### src/rtl/sea_pkg.sv
package sea_pkg;

   // Word and block geometry
   localparam int unsigned WORD_W = 16;
   localparam int unsigned HALF_W = 3 * WORD_W;
   localparam int unsigned BLK_W  = 6 * WORD_W;

   // Configuration port
   localparam int unsigned CSR_ADDR_W = 2;
   localparam int unsigned CSR_DATA_W = 64;

   localparam logic [CSR_ADDR_W-1:0] CSR_KEY_LOW  = 2'd0;
   localparam logic [CSR_ADDR_W-1:0] CSR_KEY_HIGH = 2'd1;

   // Input item
   typedef struct packed {
      logic        func;
      logic [63:0] block_low;
      logic [31:0] block_high;
   } req_type;

   // Result item
   typedef struct packed {
      logic [63:0] result_low;
      logic [31:0] result_high;
   } rsp_type;

   // Controller states
   typedef enum logic [2:0] {
      ST_IDLE,
      ST_BUILD,
      ST_LOAD,
      ST_ROUND,
      ST_FINISH
   } state_type;

   // Controller to datapath commands
   typedef struct packed {
      logic load;      // capture block, seed key schedule register
      logic key_we;    // write one round key, advance key schedule
      logic rd_en;     // read one round key
      logic round_en;  // apply one round with the key just read
      logic dec;       // round direction
      logic out_load;  // move finished block into the output register
   } cmd_type;

endpackage

### src/rtl/sea_ctrl.sv
module sea_ctrl #(
   parameter int unsigned ROUNDS = 95,
   parameter int unsigned AW     = 7
) (
   input  logic                               clock,
   input  logic                               reset,
   input  logic                               req_valid,
   input  logic                               req_func,
   output logic                               req_ready,
   output logic                               rsp_valid,
   input  logic                               rsp_ready,
   input  logic                               csr_we,
   input  logic [sea_pkg::CSR_ADDR_W-1:0]     csr_addr,
   output sea_pkg::cmd_type                   cmd,
   output logic [AW-1:0]                      addr
);

   localparam int unsigned CW = $clog2(ROUNDS + 1);

   sea_pkg::state_type state_ff, state_in;
   logic [CW-1:0]      cnt_ff, cnt_in;
   logic               func_ff, func_in;
   logic               keys_valid_ff, keys_valid_in;
   logic               rsp_valid_ff, rsp_valid_in;
   logic [CW-1:0]      rd_idx;
   logic               key_wr;

   assign key_wr = csr_we && (csr_addr == sea_pkg::CSR_KEY_LOW ||
                              csr_addr == sea_pkg::CSR_KEY_HIGH);

   // Store address for the round read; decryption walks the store backwards
   assign rd_idx = func_ff ? (CW'(ROUNDS - 1) - cnt_ff) : cnt_ff;

   always_ff @(posedge clock) begin
      if (reset) begin
         state_ff      <= sea_pkg::ST_IDLE;
         cnt_ff        <= '0;
         func_ff       <= 1'b0;
         keys_valid_ff <= 1'b0;
         rsp_valid_ff  <= 1'b0;
      end else begin
         state_ff      <= state_in;
         cnt_ff        <= cnt_in;
         func_ff       <= func_in;
         keys_valid_ff <= keys_valid_in;
         rsp_valid_ff  <= rsp_valid_in;
      end
   end

   always_comb begin
      state_in      = state_ff;
      cnt_in        = cnt_ff;
      func_in       = func_ff;
      keys_valid_in = keys_valid_ff;
      req_ready     = 1'b0;
      cmd           = '0;
      cmd.dec       = func_ff;
      addr          = cnt_ff[AW-1:0];

      // output register drains independently of the state machine
      rsp_valid_in = rsp_valid_ff && !rsp_ready;

      case (state_ff)
         sea_pkg::ST_IDLE: begin
            req_ready = 1'b1;
            if (req_valid) begin
               cmd.load = 1'b1;
               func_in  = req_func;
               cnt_in   = '0;
               state_in = keys_valid_ff ? sea_pkg::ST_LOAD : sea_pkg::ST_BUILD;
            end
         end
         sea_pkg::ST_BUILD: begin
            cmd.key_we = 1'b1;
            addr       = cnt_ff[AW-1:0];
            if (cnt_ff == CW'(ROUNDS - 1)) begin
               cnt_in        = '0;
               keys_valid_in = 1'b1;
               state_in      = sea_pkg::ST_LOAD;
            end else begin
               cnt_in = cnt_ff + CW'(1);
            end
         end
         sea_pkg::ST_LOAD: begin
            cmd.rd_en = 1'b1;
            addr      = rd_idx[AW-1:0];
            cnt_in    = cnt_ff + CW'(1);
            state_in  = sea_pkg::ST_ROUND;
         end
         sea_pkg::ST_ROUND: begin
            cmd.round_en = 1'b1;
            if (cnt_ff == CW'(ROUNDS)) begin
               state_in = sea_pkg::ST_FINISH;
            end else begin
               cmd.rd_en = 1'b1;
               addr      = rd_idx[AW-1:0];
               cnt_in    = cnt_ff + CW'(1);
            end
         end
         sea_pkg::ST_FINISH: begin
            if (!rsp_valid_ff || rsp_ready) begin
               cmd.out_load = 1'b1;
               rsp_valid_in = 1'b1;
               state_in     = sea_pkg::ST_IDLE;
            end
         end
         default: begin
            state_in = sea_pkg::ST_IDLE;
         end
      endcase

      // a key change forces a schedule rebuild on the next item
      if (key_wr) begin
         keys_valid_in = 1'b0;
      end
   end

   assign rsp_valid = rsp_valid_ff;

endmodule

### config.mk
export PLATFORM = sky130hd
export DESIGN_NAME = sea_ctrl
export DESIGN_NICKNAME = d
export VERILOG_FILES = /design/src/rtl/sea_pkg.sv /design/src/rtl/sea_ctrl.sv
export SDC_FILE = /design/constraint.sdc
export NUM_CORES = 1
export LEC_CHECK = 0
export BUFFER_PORTS_ARGS = -buffer_cell sky130_fd_sc_hd__buf_2
export CORE_MARGIN = 2
export CORE_UTILIZATION = 45
export CTS_CLUSTER_SIZE = 16
export DETAILED_ROUTE_END_ITERATION = 12
export PLACE_DENSITY = 0.7
export SLEW_MARGIN = 5
export SYNTH_ARGS = -nofsm -noshare
export SYNTH_HDL_FRONTEND = slang
export SYNTH_SLANG_ARGS = --single-unit
export TNS_END_PERCENT = 20
### constraint.sdc
create_clock -name clock -period 1.84 [get_ports clock]
set_input_delay 0.368 -clock clock [delete_from_list [all_inputs] [get_ports clock]]
set_output_delay 0.368 -clock clock [all_outputs]
set_load 0.02 [all_outputs]
* Word level (Yosys, flattened, before mapping)
Index checks and enable logic that the tools add are counted.
Storage, ports and cells: register bits 13, input bits 8
Operators by class: $add $sub $neg 2, equal/unequal tests 12, muxes and demuxes 24, reductions and logical operators 14
Operators by type and width (count):
- $mux W7 | 5
- $pmux W7 S4 | 1
- $pmux W3 S5 | 1
- $eq A7 B7 Y1 const B | 2
- $pmux W7 S2 | 1
- $mux W3 | 4
- $mux W1 | 10
- $ne A2 B2 Y1 const B | 5
- $add A7 B1 Y7 const B | 1
- $sub A7 B7 Y7 const A | 1
- $eq A3 B2 Y1 const B | 2
- $reduce_and A2 Y1 | 2
- $reduce_and A4 Y1 | 1
- $reduce_bool A4 Y1 | 1
- $eq A3 B1 Y1 const B | 1
- $eq A3 B3 Y1 const B | 1
- $logic_not A3 Y1 | 1
- $reduce_and A3 Y1 | 1
- $eq A2 B1 Y1 const B | 1
- $logic_and A1 B1 Y1 | 2
- $logic_not A1 Y1 | 2
- $logic_not A2 Y1 | 1
- $logic_or A1 B1 Y1 | 2
- $mux W2 | 1
- 2 further kinds | 2

* Longest topological paths before layout
Gate-level depths: netlist of run 1.
depth after elaboration 4, gate-level depth with buffers 5

* Least setup slack after synthesis of run 1
OpenSTA, ideal clock, no wires.
path kind flip-flop to output port, start register cnt_ff[0], end output addr[3], arrival time 1.902 ns, path slack -0.430 ns, stages on the path, launching flop included 6, path buffers 0, cell sequence dfxtp_1 > ha_1 > and4_1 > and2_1 > nor3_1 > a41oi_1
Between the ends: cells in the longest elaborated chain, start to end 4
RTL lines:
- start, declared | line sea_ctrl.sv:21 | logic [CW-1:0] cnt_ff, cnt_in;
- start signal, assigned | line sea_ctrl.sv:43 | cnt_ff <= cnt_in;
- $sub A7 B7 Y7 | line sea_ctrl.sv:32 | assign rd_idx = func_ff ? (CW'(ROUNDS - 1) - cnt_ff) : cnt_ff;
- $mux W7 | line sea_ctrl.sv:32
- $mux W7 | line sea_ctrl.sv:92 | if (cnt_ff == CW'(ROUNDS)) begin
- $pmux W7 S2 (*) | line sea_ctrl.sv:63 | case (state_ff)
- end, declared | line sea_ctrl.sv:15 | output logic [AW-1:0] addr
Every way passes the cells marked *; elsewhere a longest branch is shown, timed or not.

* Worst setup path after layout of run 1
Same ends and word-level chain as after synthesis.

==> results.txt, run 1 <==
----------------------------------------------------
[Synthesis]
  Warnings, synthesis ... 0
  Total nets after synthesis ... 115
  Simple-gate portion of the synthesized area ... 0.327
  Largest family of logic cells by synthesized area ... simple AND/OR/NAND/NOR gates
  Multiplexer share of the synthesized area ... 0.0399
  Parity-gate share of the synthesized area counting xor and xnor cells ... 0.0429
  Share of Yosys cell area claimed by the top area cell type ... 0.319
  Fraction of the mapped netlist area in compound gates ... 0.176
  Mapped Avg Cell Area ... 7.77 um2
  Number of enable flip-flop cells after synthesis ... 0
  Main flop type after synthesis ... dfxtp_1
  Synthesized cell area ... 816 um2
  Async set or reset register ratio after synthesis ... 0
  Register bit total from synthesis ... 13
  Synthesized-area fraction occupied by adder cells ... 0.0307
  Number of library cell types mapped by synthesis ... 33
  Most area-hungry cell type in the Yosys netlist ... dfxtp_1
  Sequential share of the synthesized area ... 0.319
  Biggest area contributors in the synthesized netlist ... dfxtp_1 32%, a21oi_1 6.1%, nor2_1 5.5%
  Synthesized instance count ... 105
  Most frequent cells after synthesis ... 13 x dfxtp_1, 12 x nor2_1, 10 x a21oi_1
  Most frequent cell after synthesis ... dfxtp_1

[CTS]
  Maximum clock path buffer count ... 2
  Clock network latency to the later pin of the worst-skew pair ... 270 ps
  Clk pin slew, worst setup/hold paths ... 80 ps
  Root cell of the clock tree ... clkbuf_4
  Clock sink count ... 13
  TritonCTS clock tree ... built
  Total clock buffers created by CTS ... 3
  Maximum level of the CTS H-tree ... 1

[Pwr]
  Pwr dens ... 510 mW/mm2
  Sequential share of power ... 0.499
  Clock network power share ... 0.306
  Leakage Power ... 0.506 nW
  Switching power ... 0.168 mW
  Max VDD drop ... 0.353 mV
  Sw Share ... 0.283
  Internal power consumption ... 0.426 mW
  Comb power frac ... 0.195

[STA]
  Minimum clock period ... 2070 ps
  Final Cycle Share ... 1.13
  Final setup violation count ... 10
  RSZ-0062 raised after global routing ... yes
  Setup total negative slack ... -860 ps
  Final max-slew violation count ... 0
  F_max ... 482 MHz
  Hold violation total from the final report ... 0
  Transition time at the pin with the least slew margin ... 336 ps
  Worst clock skew ... 2.46 ps
  Rel. slew slack ... 0.773
  Minimum setup slack in the final design ... -234 ps

[Floorplan]
  Effective utilization at floorplan ... 0.478
  Core area ... 0.00171 mm2
  Die Span Y ... 46.6 um
  Number of placement rows ... 15
  Die width ... 46.6 um
  # IOs ... 23
  Area enclosed by the die boundary ... 0.00217 mm2

[Critical path]
  Worst R2R Setup Slack ... -20 ps
  CP Capture Type ... output port
  Required @ worst endpoint ... 1470 ps
  Critical Path Fanout Max ... 3
  Crit-path leading delay family ... simple AND/OR/NAND/NOR gates
  Critical Path Start Type ... register
  Max incr delay on CP ... 340 ps
  Bufs and invs on worst path ... 2
  Cells traversed along the worst timing path ... ha_4 -> and4_1 -> and2_4 -> buf_6 -> nor3_4 -> a41oi_2 -> buf_4
  Kind of critical path ... register to output port
  Crit path arrival time ... 1710 ps
  Max stage delay cell, worst path ... dfxtp_2

[Hold path]
  Classification of the worst-slack hold path ... input port to register

[Run status]
  Violated checks ... negative setup slack
  Result of the run ... complete, but fails checks

[GRT]
  GRT Resource Usage Total ... 0.214
  Maximum number of pins on one net before global-route repair ... 12
  Global-route congestion overflow total ... 0
  First-pass GRT wire length ... 3190 um
  Vias in the first global route ... 735
  Initial antenna violation count ... 0

[Layout]
  Filler cell count ... 148
  Multi-input gate area ... 567 um2
  Post-layout net count ... 152
  Layout cells sized above 1 ... 0.411
  P&R area growth vs syn ... 42.8%
  Number of antenna cells inserted ... 0
  Area taken by flip-flops and latches ... 265 um2
  Non-filler cells, final ... 166

[Detailed routing]
  Aggregate routed wire length ... 2230 um
  Drc violations ... 0
  Post-detailed-route wirelength per cell ... 13.4 um
  1st-pass router iterations ... 4
  Number of DRC markers after the initial detailed-route iteration ... 21
  Drt via density ... 5.30
  Via count of the routed design ... 879
  Antenna Violating Nets Remaining ... 0

[Run]
  Max Cap Viol ... 0

[Placed design]
  Final RePlAce weighted congestion ... 0.870
  Count of placed standard cells including taps ... 160
  Buffers added on ports ... 21
  HPWL after DPL ... 1580 um

----------------------------------------------------
==> repair_timing <==
item	in CTS	in global routing
buffers inserted	1	1
hold buffers	0	0
gates resized for setup	10	11
endpoints found under the setup margin	10	13
pin swaps	5	4
==> sequential cells by signal, indices dropped and copies added (netlist names) <==
signal	cells
cnt_ff	7
func_ff	1
keys_valid_ff	1
rsp_valid	1
state_ff	3
==> power groups by stage <==
stage	clock [mW]	combinational, mW	sequential (mW)
after global routing	0.195	0.126	0.297
after floorplan	0	0.0627	0.302
final	0.182	0.116	0.296
after detailed placement	0	0.108	0.300
after CTS	0.183	0.109	0.294
after global placement	0	0.106	0.300
==> worst paths after layout <==
path,cells past startpoint,from,endpoint
max,7,cnt_ff[0]$_SDFFE_PP0P_,addr[3]
min,3,req_func,func_ff$_SDFFE_PP0P_
max reg2reg,7,cnt_ff[0]$_SDFFE_PP0P_,cnt_ff[5]$_SDFFE_PP0P_
min reg2reg,2,keys_valid_ff$_SDFFE_PP0P_,state_ff[1]$_SDFFE_PP0P_
==> through the flow <==
step / instance area, um2 / util / hold slack [ps] / power, mW / setup slack (ps)
global route: 1160 / 0.682 / 329 / 0.617 / -300
floorplan: 840 / - / 437 / 0.365 / -6.27
CTS: 1110 / 0.651 / 322 / 0.586 / -287
finish: 1160 / 0.682 / 334 / 0.594 / -234
global placement: 1050 / 0.618 / 492 / 0.405 / -44.8
detailed placement: 1050 / 0.618 / 507 / 0.408 / -33.8
==> metal layers <==
metal  up-vias  track usage  routed length (um)
met5         -            0                   0
met4         0       0.0857                  14
met3         2       0.0471                  73
li1        449            -                   -
met1       415        0.270                 996
met2        13        0.350                1150
==> layout make-up <==
type / instances / share of cell area
Clock buffer: 4 / 0.0226
Inverter: 3 / 0.00967
Multi-Input combinational cell: 82 / 0.487
Sequential cell: 13 / 0.228
Tap cell: 25 / 0.0269
Timing Repair Buffer: 39 / 0.227
==> placed cells by master (no fill, tap or decap), types with 2 or more instances in the layout <==
cell,instances
o21ai_0,4
and4_1,2
buf_4,20
a31oi_1,2
and2_1,4
clkbuf_4,3
dfxtp_1,9
nor2_1,11
nand4_1,2
a21oi_1,8
or3_1,5
inv_1,3
xnor2_1,2
a21oi_2,2
nor3_1,3
nor2b_1,3
dfxtp_2,4
nand2b_1,2
nand3_1,4
xor2_1,2
nand2_1,6
buf_2,16
buf_6,3
==> kinds of logic after synthesis <==
| logic type | Yosys count |
|---|---|
| AO/OA/AOI/OAI | 23 |
| XOR/XNOR | 4 |
| adder cells (fa/ha/maj) | 2 |
| buffers and inverters | 10 |
| flip-flops | 13 |
| multiplexers | 3 |
| AND/OR/NAND/NOR | 50 |
==> worst min-delay path, cell delays in order <==
cell	delay, ps
buf_2	70
mux2i_1	50
nor2_1	80
Note: power is estimated with default switching activity, not from simulation.
==> run 2: changes to the inputs <==
Settings changed: BUFFER_PORTS_ARGS -buffer_cell sky130_fd_sc_hd__buf_2 to -buffer_cell sky130_fd_sc_hd__buf_4, PLACE_DENSITY 0.7 to default, PLACE_DENSITY_LB_ADDON from default to 0.25, SLEW_MARGIN 5 to 10.
==> run 2 against run 1 <==
Against the previous run: the flow still finishes with violations (negative setup slack); utilization is 2.8 points higher; cell count is the same; clock power fell by 3%; hold slack got worse by 31 ps; register-to-register slack improved by 120 ps; die area unchanged; flip-flop and latch count is the same; fmax up 1.9%; global-route usage grew 0.59 points; largest cell class unchanged.
==> results.txt, run 2 (synthesis results as in run 1) <==
----------------------------------------------------
[GRT]
  GRT Resource Usage Total ... 0.220 (+0.00589)
  Global-route congestion overflow total ... 0 (unchanged)
  Maximum number of pins on one net before global-route repair ... 12 (unchanged)
  First-pass GRT wire length ... 3440 um (+7.8%)
  Initial antenna violation count ... 0 (unchanged)
  Vias in the first global route ... 824 (+12%)

[Hold path]
  Count of cells along the worst hold path ... 2 (-1)
  Classification of the worst-slack hold path ... input port to register

[STA]
  Hold violation total from the final report ... 0 (unchanged)
  Rel. slew slack ... 0.670 (-0.103)
  Final setup violation count ... 5 (-5)
  Minimum clock period ... 2040 ps (-38.4 ps)
  RSZ-0062 raised after global routing ... yes
  Transition time at the pin with the least slew margin ... 492 ps (+156 ps)
  Final max-slew violation count ... 0 (unchanged)
  Setup total negative slack ... -621 ps (+240 ps)
  Worst clock skew ... 6.21 ps (+3.75 ps)
  F_max ... 491 MHz (+1.9%)
  Minimum setup slack in the final design ... -196 ps (+38.4 ps)
  Final Cycle Share ... 1.11 (-0.0209)

[CTS]
  Maximum level of the CTS H-tree ... 1 (unchanged)
  TritonCTS clock tree ... built
  Clock sink count ... 13 (unchanged)
  Clk pin slew, worst setup/hold paths ... 80 ps (about the same)
  Clock network latency to the later pin of the worst-skew pair ... 270 ps (about the same)
  Total clock buffers created by CTS ... 3 (unchanged)
  Maximum clock path buffer count ... 2 (unchanged)
  Root cell of the clock tree ... clkbuf_4
  Count of hold-fix buffers inserted at cts ... 0 (unchanged)

[Detailed routing]
  1st-pass router iterations ... 4 (unchanged)
  Wl on met1 ... 908 um (-8.8%)
  Number of DRC markers after the initial detailed-route iteration ... 13 (-38%)
  Via count of the routed design ... 886 (+0.80%)
  Post-detailed-route wirelength per cell ... 12.9 um (-3.9%)
  Metal3 WL ... 101 um (+38%)
  Drt via density ... 5.34 (+0.80%)
  Aggregate routed wire length ... 2140 um (-3.9%)
  Drc violations ... 0 (unchanged)
  WL met2 ... 1120 um (-2.2%)
  Highest routed metal layer ... met4
  Antenna Violating Nets Remaining ... 0 (unchanged)

[Critical path]
  Crit path arrival time ... 1670 ps (-40 ps)
  Cells traversed along the worst timing path ... ha_4 -> and4_1 -> buf_4 -> a22o_1 -> a21oi_2 -> a41oi_2 -> buf_4
  CP Capture Type ... output port
  Bufs and invs on worst path ... 2 (unchanged)
  Required @ worst endpoint ... 1470 ps (about the same)
  Max incr delay on CP ... 340 ps (about the same)
  Number of cells on the critical path ... 7 (unchanged)
  Critical Path Fanout Max ... 3 (unchanged)
  Most common cell type on the critical path ... buf_4
  Worst reg2reg path depth ... 6 (-1)
  Max stage delay cell, worst path ... dfxtp_2
  Crit-path leading delay family ... compound AO/OA/AOI/OAI gates
  Kind of critical path ... register to output port
  Critical Path Start Type ... register

[Layout]
  Filler cell count ... 143 (-3.4%)
  Largest registers ... cnt_ff x7, state_ff x3
  Number of antenna cells inserted ... 0 (unchanged)
  Post-layout net count ... 152 (unchanged)
  Register with the most flip-flops ... cnt_ff
  Layout cells sized above 1 ... 0.411 (unchanged)
  Number of flip-flops under the largest register name ... 7 (unchanged)
  Final cell area excluding filler cells ... 0.00121 mm2 (+4.1%)
  P&R area growth vs syn ... 48.6%
  Most common library cell in the layout ignoring fill and taps ... buf_4
  Highest-count cells in the layout ignoring fill and taps ... 35 x buf_4, 11 x nor2_1, 10 x dfxtp_1

[Pwr]
  Post-route total power ... 0.594 mW (about the same)
  Pwr dens ... 490 mW/mm2 (-3.9%)
  Leakage Power ... 0.514 nW (+1.6%)
  Max VDD drop ... 0.357 mV (+1.3%)

[Placed design]
  HPWL after DPL ... 1640 um (+3.8%)
  Cell area reported after detailed placement ... 0.00111 mm2 (+5.7%)
  Pre-CTS setup slack ... -34.7 ps (-0.897 ps)
  Buffers added on ports ... 21 (unchanged)
  Final RePlAce weighted congestion ... 0.855 (-1.6%)

[Run]
  Max Cap Viol ... 0 (unchanged)

[Floorplan]
  Die Span Y ... 46.6 um (unchanged)
  Core area ... 0.00171 mm2 (unchanged)
  Number of placement rows ... 15 (unchanged)
  Area enclosed by the die boundary ... 0.00217 mm2 (unchanged)
  Die width ... 46.6 um (unchanged)
  Effective utilization at floorplan ... 0.478 (unchanged)
  # IOs ... 23 (unchanged)

[Run status]
  Violated checks ... negative setup slack
  Result of the run ... complete, but fails checks

----------------------------------------------------
==> run 2: area by class of cell <==
| type | instances | area, um2 | share of cell area |
|---|---|---|---|
| inverters | 3 | 11.3 | 0.00929 |
| repair buffers | 39 | 308 | 0.254 |
| clock buffers | 4 | 26.3 | 0.0217 |
| flip-flops and latches | 13 | 267 | 0.220 |
| multi-input cells | 82 | 569 | 0.470 |
| well taps | 25 | 31.3 | 0.0258 |
==> run 2: path summary, 6_finish.rpt <==
kind                                   start                        to  slack (ps)
hold reg to reg   keys_valid_ff$_SDFFE_PP0P_  state_ff[1]$_SDFFE_PP0P_         520
setup reg to reg      cnt_ff[1]$_SDFFE_PP0P_    cnt_ff[3]$_SDFFE_PP0P_         100
setup / recovery      cnt_ff[1]$_SDFFE_PP0P_                   addr[3]        -200
hold / removal                         reset      func_ff$_SDFFE_PP0P_         300
==> run 2: where the power goes <==
group          switching (mW)  total, mW  internal, mW
registers             0.00636      0.294         0.288
logic                  0.0637      0.124        0.0604
clock network          0.0919      0.176        0.0837
==> run 2: worst register-to-register path, cell delays in order (launching register included) <==
cell     delay, ps
dfxtp_2        340
ha_4           160
and4_1         150
buf_4          140
a311o_2        410
or3_1          320
a21oi_1        140
==> run 2: layer usage <==
metal / vias up / global-route usage
met5: - / 0
met4: 0 / 0.0514
met3: 2 / 0.0235
met2: 22 / 0.389
met1: 418 / 0.282
li1: 444 / -
==> run 2: through the flow <==
| stage | util | hold slack (ps) | std cells |
|---|---|---|---|
| floorplan | - | 437 | 105 |
| global placement | 0.653 | 486 | 161 |
| detailed placement | 0.653 | 499 | 161 |
| CTS | 0.695 | 299 | 166 |
| global route | 0.710 | 304 | 166 |
| finish | 0.710 | 303 | 166 |
==> run 2: repair_timing <==
action                                  CTS  global route
pin swaps                                 6             2
gates resized for setup                  11             8
setup buffers                             1             0
endpoints found under the setup margin   10            10
